==> src/hdl/mtdd_pkg.sv <==
package mtdd_pkg;

    localparam int TICK_W     = 32;
    localparam int END_W      = TICK_W + 1;
    localparam int CFG_IDX_W  = 3;
    localparam int CFG_DATA_W = 32;
    localparam int IN_DATA_W  = 40;
    localparam int OUT_DATA_W = 40;

    localparam int W_DEAD    = 0;
    localparam int W_GATE_A  = 1;
    localparam int W_GATE_B  = 2;
    localparam int W_ALLOW_A = 3;
    localparam int W_ALLOW_B = 4;
    localparam int WIN_N     = 5;

    localparam logic [15:0] GATE_WIDTH_RESET = 16'd102;
    localparam logic [7:0]  DEAD_FRAMES_RESET = 8'd4;

    typedef enum logic [CFG_IDX_W-1:0] {
        REG_TERM_MASKS    = 3'd0,
        REG_PRESCALE_VETO = 3'd1,
        REG_DEAD_FRAMES   = 3'd2,
        REG_GATE_A_WIDTH  = 3'd3,
        REG_GATE_B_WIDTH  = 3'd4,
        REG_ALLOW_A       = 3'd5,
        REG_ALLOW_B       = 3'd6
    } reg_index_t;

    typedef struct packed {
        logic [14:0] term_masks;
        logic [2:0]  prescale_veto;
        logic [7:0]  dead_frames;
        logic [15:0] gate_a_width;
        logic [15:0] gate_b_width;
        logic [31:0] allow_a;
        logic [31:0] allow_b;
    } cfg_t;

    typedef struct packed {
        logic [TICK_W-1:0] tick_time;
        logic              pmt_beam;
        logic              pmt_cosmic;
        logic              beam_a;
        logic              beam_b;
        logic              calib;
        logic              external;
        logic              pc_request;
    } cand_t;

    typedef struct packed {
        logic [TICK_W-1:0] dead_start;
        logic [END_W-1:0]  dead_end;
        logic [TICK_W-1:0] gate_a_start;
        logic [END_W-1:0]  gate_a_end;
        logic [TICK_W-1:0] gate_b_start;
        logic [END_W-1:0]  gate_b_end;
        logic [END_W-1:0]  allow_a_start;
        logic [END_W-1:0]  allow_a_end;
        logic [END_W-1:0]  allow_b_start;
        logic [END_W-1:0]  allow_b_end;
        logic [WIN_N-1:0]  window_valid;
        logic [TICK_W-1:0] trigger_count;
    } state_t;

    typedef struct packed {
        logic              accepted;
        logic [TICK_W-1:0] trigger_number;
        logic              in_dead_time;
        logic [2:0]        condition_bits;
    } result_t;

endpackage

==> src/hdl/mtdd_decide.sv <==
module mtdd_decide #(
    parameter int FRAME_TICKS = 25600
) (
    input  mtdd_pkg::cfg_t    cfg,
    input  mtdd_pkg::state_t  st,
    input  mtdd_pkg::cand_t   cand,
    output mtdd_pkg::state_t  st_next,
    output mtdd_pkg::result_t res
);

    localparam int FT_W  = $clog2(FRAME_TICKS + 1);
    localparam int LEN_W = 8 + FT_W;

    logic [LEN_W-1:0]            dead_len;
    logic [mtdd_pkg::END_W-1:0]  t33;
    logic                        in_dead;
    logic                        act;
    logic                        ga;
    logic                        gb;
    logic [3:0]                  m0;
    logic [3:0]                  m1;
    logic [6:0]                  m8;
    logic                        v0;
    logic                        v1;
    logic                        v2;
    logic                        p0;
    logic                        p1;
    logic                        p8;
    logic [2:0]                  cond;

    assign dead_len = LEN_W'(cfg.dead_frames) * LEN_W'(FRAME_TICKS);
    assign t33      = {1'b0, cand.tick_time};

    assign in_dead = st.window_valid[mtdd_pkg::W_DEAD]
                     && cand.tick_time >= st.dead_start && t33 <= st.dead_end;

    assign act = (st.window_valid[mtdd_pkg::W_ALLOW_A]
                  && t33 >= st.allow_a_start && t33 <= st.allow_a_end)
              || (st.window_valid[mtdd_pkg::W_ALLOW_B]
                  && t33 >= st.allow_b_start && t33 <= st.allow_b_end);

    // a fresh beam flag opens a gate that starts at this tick
    assign ga = cand.beam_a || (st.window_valid[mtdd_pkg::W_GATE_A]
                && cand.tick_time >= st.gate_a_start && t33 <= st.gate_a_end);
    assign gb = cand.beam_b || (st.window_valid[mtdd_pkg::W_GATE_B]
                && cand.tick_time >= st.gate_b_start && t33 <= st.gate_b_end);

    assign m0 = cfg.term_masks[3:0];
    assign m1 = cfg.term_masks[7:4];
    assign m8 = cfg.term_masks[14:8];
    assign v0 = cfg.prescale_veto[0];
    assign v1 = cfg.prescale_veto[1];
    assign v2 = cfg.prescale_veto[2];

    assign p0 = cand.pmt_beam & ((gb & m0[0]) | (ga & m0[1])
                | (~v0 & ((act & m0[2]) | m0[3])));
    assign p1 = cand.pmt_cosmic & ((gb & m1[0]) | (ga & m1[1])
                | (~v1 & ((act & m1[2]) | m1[3])));
    assign p8 = (~v2 & cand.external & ((act & m8[0]) | m8[1]))
              | (cand.pc_request & ((act & m8[2]) | m8[3]))
              | (ga & m8[4]) | (gb & m8[5]) | (cand.calib & m8[6]);
    assign cond = {p8, p1, p0};

    always_comb
    begin
        st_next = st;
        res     = '0;
        if (in_dead)
        begin
            res.in_dead_time = 1'b1;
        end
        else
        begin
            res.condition_bits = cond;
            if (cand.beam_a)
            begin
                st_next.gate_a_start = cand.tick_time;
                st_next.gate_a_end   = t33 + mtdd_pkg::END_W'(cfg.gate_a_width);
                st_next.window_valid[mtdd_pkg::W_GATE_A] = 1'b1;
            end
            if (cand.beam_b)
            begin
                st_next.gate_b_start = cand.tick_time;
                st_next.gate_b_end   = t33 + mtdd_pkg::END_W'(cfg.gate_b_width);
                st_next.window_valid[mtdd_pkg::W_GATE_B] = 1'b1;
            end
            if (cond != 3'd0)
            begin
                if (dead_len != '0)
                begin
                    st_next.dead_start = cand.tick_time;
                    st_next.dead_end   = t33 + mtdd_pkg::END_W'(dead_len)
                                         - mtdd_pkg::END_W'(1);
                    st_next.window_valid[mtdd_pkg::W_DEAD] = 1'b1;
                end
                else
                begin
                    st_next.window_valid[mtdd_pkg::W_DEAD] = 1'b0;
                end
                if (cand.beam_a)
                begin
                    st_next.allow_a_start = t33 + mtdd_pkg::END_W'(cfg.allow_a[15:0]);
                    st_next.allow_a_end   = t33 + mtdd_pkg::END_W'(cfg.allow_a[31:16]);
                    st_next.window_valid[mtdd_pkg::W_ALLOW_A] = 1'b1;
                end
                if (cand.beam_b)
                begin
                    st_next.allow_b_start = t33 + mtdd_pkg::END_W'(cfg.allow_b[15:0]);
                    st_next.allow_b_end   = t33 + mtdd_pkg::END_W'(cfg.allow_b[31:16]);
                    st_next.window_valid[mtdd_pkg::W_ALLOW_B] = 1'b1;
                end
                res.accepted       = 1'b1;
                res.trigger_number = st.trigger_count;
                st_next.trigger_count = st.trigger_count + mtdd_pkg::TICK_W'(1);
            end
        end
    end

endmodule

==> src/hdl/masked_trigger_decision_with_deadtime_top.sv <==
// Accepted candidates pass through the input register, then the result register, which drives m_tvalid.
// Throughput: one candidate per cycle while m_tready is high; the input register refills as results drain.
// The window and counter state updates in the same cycle that the result register loads.
// Reset: asynchronous, active low; all windows empty, trigger count zero, config registers at defaults.
// m_tready low holds the result register; the input register then holds one more candidate.
module masked_trigger_decision_with_deadtime_top #(
    parameter int FRAME_TICKS = 25600
) (
    input  logic                             clk,
    input  logic                             rst_n,
    input  logic                             cfg_we,
    input  logic [mtdd_pkg::CFG_IDX_W-1:0]   cfg_index,
    input  logic [mtdd_pkg::CFG_DATA_W-1:0]  cfg_data,
    input  logic                             s_tvalid,
    output logic                             s_tready,
    // tick_time[31:0], pmt_beam, pmt_cosmic, beam_a, beam_b, calib, external, pc_request, pad
    input  logic [mtdd_pkg::IN_DATA_W-1:0]   s_tdata,
    output logic                             m_tvalid,
    input  logic                             m_tready,
    // accepted, trigger_number[32:1], in_dead_time, condition_bits[36:34], pad
    output logic [mtdd_pkg::OUT_DATA_W-1:0]  m_tdata
);

    mtdd_pkg::cfg_t    cfg_reg;
    mtdd_pkg::cand_t   cand_reg;
    logic              in_valid_reg;
    mtdd_pkg::state_t  state_reg;
    mtdd_pkg::state_t  state_next;
    mtdd_pkg::result_t res_reg;
    mtdd_pkg::result_t res_next;
    logic              m_valid_reg;
    logic              load;
    logic              s_accept;

    assign load     = in_valid_reg && (!m_valid_reg || m_tready);
    assign s_tready = !in_valid_reg || load;
    assign s_accept = s_tvalid && s_tready;

    always_ff @(posedge clk or negedge rst_n)
    begin
        if (!rst_n)
        begin
            cfg_reg.term_masks    <= '0;
            cfg_reg.prescale_veto <= '0;
            cfg_reg.dead_frames   <= mtdd_pkg::DEAD_FRAMES_RESET;
            cfg_reg.gate_a_width  <= mtdd_pkg::GATE_WIDTH_RESET;
            cfg_reg.gate_b_width  <= mtdd_pkg::GATE_WIDTH_RESET;
            cfg_reg.allow_a       <= '0;
            cfg_reg.allow_b       <= '0;
        end
        else if (cfg_we)
        begin
            case (mtdd_pkg::reg_index_t'(cfg_index))
                mtdd_pkg::REG_TERM_MASKS:    cfg_reg.term_masks    <= cfg_data[14:0];
                mtdd_pkg::REG_PRESCALE_VETO: cfg_reg.prescale_veto <= cfg_data[2:0];
                mtdd_pkg::REG_DEAD_FRAMES:   cfg_reg.dead_frames   <= cfg_data[7:0];
                mtdd_pkg::REG_GATE_A_WIDTH:  cfg_reg.gate_a_width  <= cfg_data[15:0];
                mtdd_pkg::REG_GATE_B_WIDTH:  cfg_reg.gate_b_width  <= cfg_data[15:0];
                mtdd_pkg::REG_ALLOW_A:       cfg_reg.allow_a       <= cfg_data;
                mtdd_pkg::REG_ALLOW_B:       cfg_reg.allow_b       <= cfg_data;
                default:                     ;
            endcase
        end
    end

    always_ff @(posedge clk)
    begin
        if (s_accept)
        begin
            cand_reg.tick_time  <= s_tdata[31:0];
            cand_reg.pmt_beam   <= s_tdata[32];
            cand_reg.pmt_cosmic <= s_tdata[33];
            cand_reg.beam_a     <= s_tdata[34];
            cand_reg.beam_b     <= s_tdata[35];
            cand_reg.calib      <= s_tdata[36];
            cand_reg.external   <= s_tdata[37];
            cand_reg.pc_request <= s_tdata[38];
        end
        if (load)
        begin
            res_reg <= res_next;
        end
    end

    always_ff @(posedge clk or negedge rst_n)
    begin
        if (!rst_n)
        begin
            in_valid_reg <= 1'b0;
            m_valid_reg  <= 1'b0;
            state_reg    <= '0;
        end
        else
        begin
            if (s_accept)
            begin
                in_valid_reg <= 1'b1;
            end
            else if (load)
            begin
                in_valid_reg <= 1'b0;
            end
            if (load)
            begin
                m_valid_reg <= 1'b1;
                state_reg   <= state_next;
            end
            else if (m_tready)
            begin
                m_valid_reg <= 1'b0;
            end
        end
    end

    mtdd_decide #(
        .FRAME_TICKS (FRAME_TICKS)
    ) u_decide (
        .cfg     (cfg_reg),
        .st      (state_reg),
        .cand    (cand_reg),
        .st_next (state_next),
        .res     (res_next)
    );

    assign m_tvalid = m_valid_reg;
    assign m_tdata  = {3'b000, res_reg.condition_bits, res_reg.in_dead_time,
                       res_reg.trigger_number, res_reg.accepted};

    a_dead_drop: assert property (@(posedge clk) disable iff (!rst_n)
        m_valid_reg && res_reg.in_dead_time
        |-> !res_reg.accepted && res_reg.condition_bits == 3'd0)
        else $error("dead-time drop carries a decision");

    a_accept_cond: assert property (@(posedge clk) disable iff (!rst_n)
        m_valid_reg |-> res_reg.accepted == (res_reg.condition_bits != 3'd0))
        else $error("accept flag disagrees with condition bits");

    a_count_step: assert property (@(posedge clk) disable iff (!rst_n)
        load && res_next.accepted
        |=> state_reg.trigger_count == $past(state_reg.trigger_count) + 32'd1)
        else $error("trigger count did not advance on acceptance");

    a_count_hold: assert property (@(posedge clk) disable iff (!rst_n)
        !load |=> $stable(state_reg))
        else $error("window state moved without a transaction");

    a_no_block: assert property (@(posedge clk) disable iff (!rst_n)
        !m_valid_reg |-> s_tready)
        else $error("input stalled while output register empty");

endmodule
==> config.mk <==
export PLATFORM = sky130hd
export DESIGN_NAME = masked_trigger_decision_with_deadtime_top
export DESIGN_NICKNAME = d
export VERILOG_FILES = /design/src/hdl/mtdd_pkg.sv /design/src/hdl/mtdd_decide.sv /design/src/hdl/masked_trigger_decision_with_deadtime_top.sv
export SDC_FILE = /design/constraint.sdc
export NUM_CORES = 2
export LEC_CHECK = 0
export ABC_CLOCK_PERIOD_IN_PS = 6200
export BUFFER_PORTS_ARGS = -buffer_cell sky130_fd_sc_hd__buf_2
export CAP_MARGIN = 15
export CORE_MARGIN = 10
export CORE_UTILIZATION = 45
export DETAILED_ROUTE_END_ITERATION = 16
export GPL_ROUTABILITY_DRIVEN = 1
export REMOVE_ABC_BUFFERS = 1
export SETUP_SLACK_MARGIN = 0.2
export SLEW_MARGIN = 20
export SYNTH_ARGS = -nofsm -noshare
export SYNTH_HDL_FRONTEND = slang
export SYNTH_SLANG_ARGS = --single-unit
==> constraint.sdc <==
create_clock -name clk -period 6.2 [get_ports clk]
set_input_delay 0.93 -clock clk [delete_from_list [all_inputs] [get_ports clk]]
set_output_delay 0.93 -clock clk [all_outputs]
set_load 0.01 [all_outputs]
==> impl_metrics.env <==
export IMPL_cts_buffers=68
export IMPL_overflow=0
export IMPL_die_h_microns=305.5
export IMPL_power_density_nw_per_um2=422.9
export IMPL_drt_iter0_markers=1480
export IMPL_cts_tree="built"
export IMPL_cts_path_max_buffers=3
export IMPL_synth_ff_type="dfrtp_1"
export IMPL_synth_area_leaders="dfrtp_1 (33%), ha_1 (17%), edfxtp_1 (6.2%)"
export IMPL_via_per_inst=5.344
export IMPL_slew_headroom=0.1037
export IMPL_setup_viol=0
export IMPL_period_share=0.9107
export IMPL_cp_required_ns=6.73
export IMPL_synth_edf_count=76
export IMPL_first_pass_iters=5
export IMPL_slew_violations=0
export IMPL_largest_register_ffs=364
export IMPL_async_flop_share=0.8652
export IMPL_worst_pin_slew_ns=1.341
export IMPL_cts_root_buffer="clkbuf_16"
export IMPL_final_nets=4550
export IMPL_clkLatencyLatePin_ns=0.63
export IMPL_synthCells=3796
export IMPL_p_leak_nw=19.68
export IMPL_synth_most_common_cell="ha_1"
export IMPL_grt_pass1_vias=26780
export IMPL_hold_viol=0
export IMPL_avgRoutedWirePerCell_microns=18.33
export IMPL_holdWs_ns=0.2446
export IMPL_cap_violations=0
export IMPL_clock_sinks=564
export IMPL_antenna_found_initial=4
export IMPL_die_w_microns=305.5
export IMPL_drc=0
export IMPL_ir_drop_uv=426.4
export IMPL_end_kind="register"
export IMPL_tns_ns=0
export IMPL_gp_congestion=0.8297
export IMPL_avgSynthCellArea_sq_um=9.664
export IMPL_finish_utilization=0.5098
export IMPL_rsz0062_at_grt="yes"
export IMPL_worstPathArrival_ns=6.17
export IMPL_clkTransAtPathRegs_ns=0.06
export IMPL_crit_chain="ha_1 -> ha_1 -> fa_1 -> ha_1 -> a21oi_1 -> o21bai_1 -> a21oi_2 -> xnor2_1 -> ha_1 -> inv_1 -> ha_1 -> nand4_1 -> a211oi_2 -> nand3_1 -> o21ai_1 -> a211oi_1 -> o31a_1 -> a311oi_2 -> a21o_1 -> a21oi_1 -> o211a_1 -> o41ai_2"
export IMPL_dieArea_sq_um=93350
export IMPL_dp_hpwl_mm=69.72
export IMPL_place_ws_ns=0.2286
export IMPL_crit_type="reg2reg"
export IMPL_finalCriticalPeriod_ns=5.647
export IMPL_finalClockSkew_ns=0.02410
export IMPL_ios=122
export IMPL_timing_final_ws_setup_ns=0.5534
export IMPL_grt_pass1_wl_mm=150.6
export IMPL_synth_area_sq_um=36690
export IMPL_crit_fanout=4
export IMPL_multi_input_area_sq_um=20050
export IMPL_ys_ff_latch=564
export IMPL_core_area_sq_um=80680
export IMPL_place_port_buffers=117
export IMPL_rows=104
export IMPL_worst_setup_path_start_kind="register"
export IMPL_status="finished, final reports clean"
export IMPL_cpMostUsedCell="ha_1"
export IMPL_ff_latch_area_sq_um=14510
export IMPL_routed_wirelength_mm=92.96
export IMPL_hold_class="in2async"
export IMPL_synth_top_area_frac=0.3267
export IMPL_cpMaxStageDelayCell="dfstp_2"
export IMPL_fmax_mhz=177.1
export IMPL_yosys_warnings=0
export IMPL_yosys_area_top_type="dfrtp_1"
export IMPL_antenna_left=0
export IMPL_track_usage=0.2002
export IMPL_crit_family="compound AO/OA/AOI/OAI gates"
export IMPL_vias=27110
export IMPL_critPathMaxStageDelay_ns=0.56
export IMPL_nFillCells=7631
export IMPL_drive_above_1_share=0.1210
export IMPL_synth_cell_type_count=81
export IMPL_synthToLayoutAreaGrowth_pct=12.10
export IMPL_start_util=0.4547
export IMPL_yosysSeqAreaShare=0.3954
export IMPL_grt_max_degree=152
export IMPL_cts_max_level=3
export IMPL_cp_num_buf_inv=1
export IMPL_synthTopCellsByCount="ha_1 (499), dfrtp_1 (479), inv_1 (438)"
path summary, 6_finish.rpt:
path	startpoint	endpoint	slack (ns)	cells past startpoint
min in group clk	state_reg[31]$_DFFE_PN0P_	state_reg[31]$_DFFE_PN0P_	0.47	1
hold / removal	rst_n	cfg_reg[50]$_DFFE_PN0P_	0.24	1
setup reg to reg	cfg_reg[98]$_DFFE_PN1P_	state_reg[331]$_DFFE_PN0P_	0.55	22
setup / recovery	cfg_reg[98]$_DFFE_PN1P_	state_reg[331]$_DFFE_PN0P_	0.55	22
hold reg to reg	state_reg[31]$_DFFE_PN0P_	state_reg[31]$_DFFE_PN0P_	0.47	1
max in group asynchronous	rst_n	state_reg[313]$_DFFE_PN0P_	4.69	2
cell families (layout without fill, tap and decap cells):
kind of cell / Yosys count / in the layout / share of synthesized area
and+or+nand+nor: 924 / 924 / 0.1232
AOI/OAI and AO/OA: 802 / 802 / 0.1318
buffers and inverters: 567 / 778 / 0.06023
DFF: 564 / 564 / 0.3954
adders and majority gates: 509 / 509 / 0.1756
xor gates and xnor gates: 233 / 233 / 0.05563
muxes: 196 / 196 / 0.05805
other: 1 / 6 / 0.0001022
repair_timing:
item,CTS,global route
endpoints found under the setup margin,1,2
pin swaps,0,1
buffers inserted,0,1
hold buffers,0,0
resized for setup,1,5
report_power, final:
group	internal (mW)	switching [mW]
logic	3.35	4.49
clock network	2.25	1.65
registers	5.05	0.597
metal layers:
| layer | vias to the layer above | track usage | share of wire |
|---|---|---|---|
| li1 | 13600 | - | - |
| met1 | 12940 | 0.2688 | 0.47 |
| met2 | 441 | 0.3256 | 0.46 |
| met3 | 122 | 0.03415 | 0.046 |
| met4 | 2 | 0.06385 | 0.027 |
| met5 | - | 0 | 0.00014 |
cell usage in the layout (no fill, tap or decap), types with 62 or more instances in the layout:
cell type / n
edfxtp_1: 76
mux2_2: 124
nand2_1: 306
a21oi_1: 202
mux2i_1: 62
buf_4: 79
inv_1: 438
xnor2_1: 185
o21ai_0: 324
dfrtp_1: 479
buf_2: 116
ha_1: 499
nand3_1: 134
clkbuf_16: 68
nor2_1: 144
nand4_1: 64
area by class of cell:
| class | instances | area share |
|---|---|---|
| Sequential cell | 564 | 0.3527 |
| Timing Repair Buffer | 206 | 0.03377 |
| Clock inverter | 19 | 0.005476 |
| Tap cell | 1060 | 0.03225 |
| Inverter | 454 | 0.04144 |
| Antenna cell | 3 | 0.0001825 |
| Clock buffer | 99 | 0.04664 |
| Multi-Input combinational cell | 2667 | 0.4876 |
through the flow:
stage	power, mW	cell area, sq um	cells
global route	19.06	41120	5070
floorplan	11.45	36190	3685
global placement	13.34	38940	4950
CTS	17.49	41090	5068
finish	17.39	41130	5072
detailed placement	13.49	38940	4950
No activity file was read; power rests on OpenSTA's default activity.
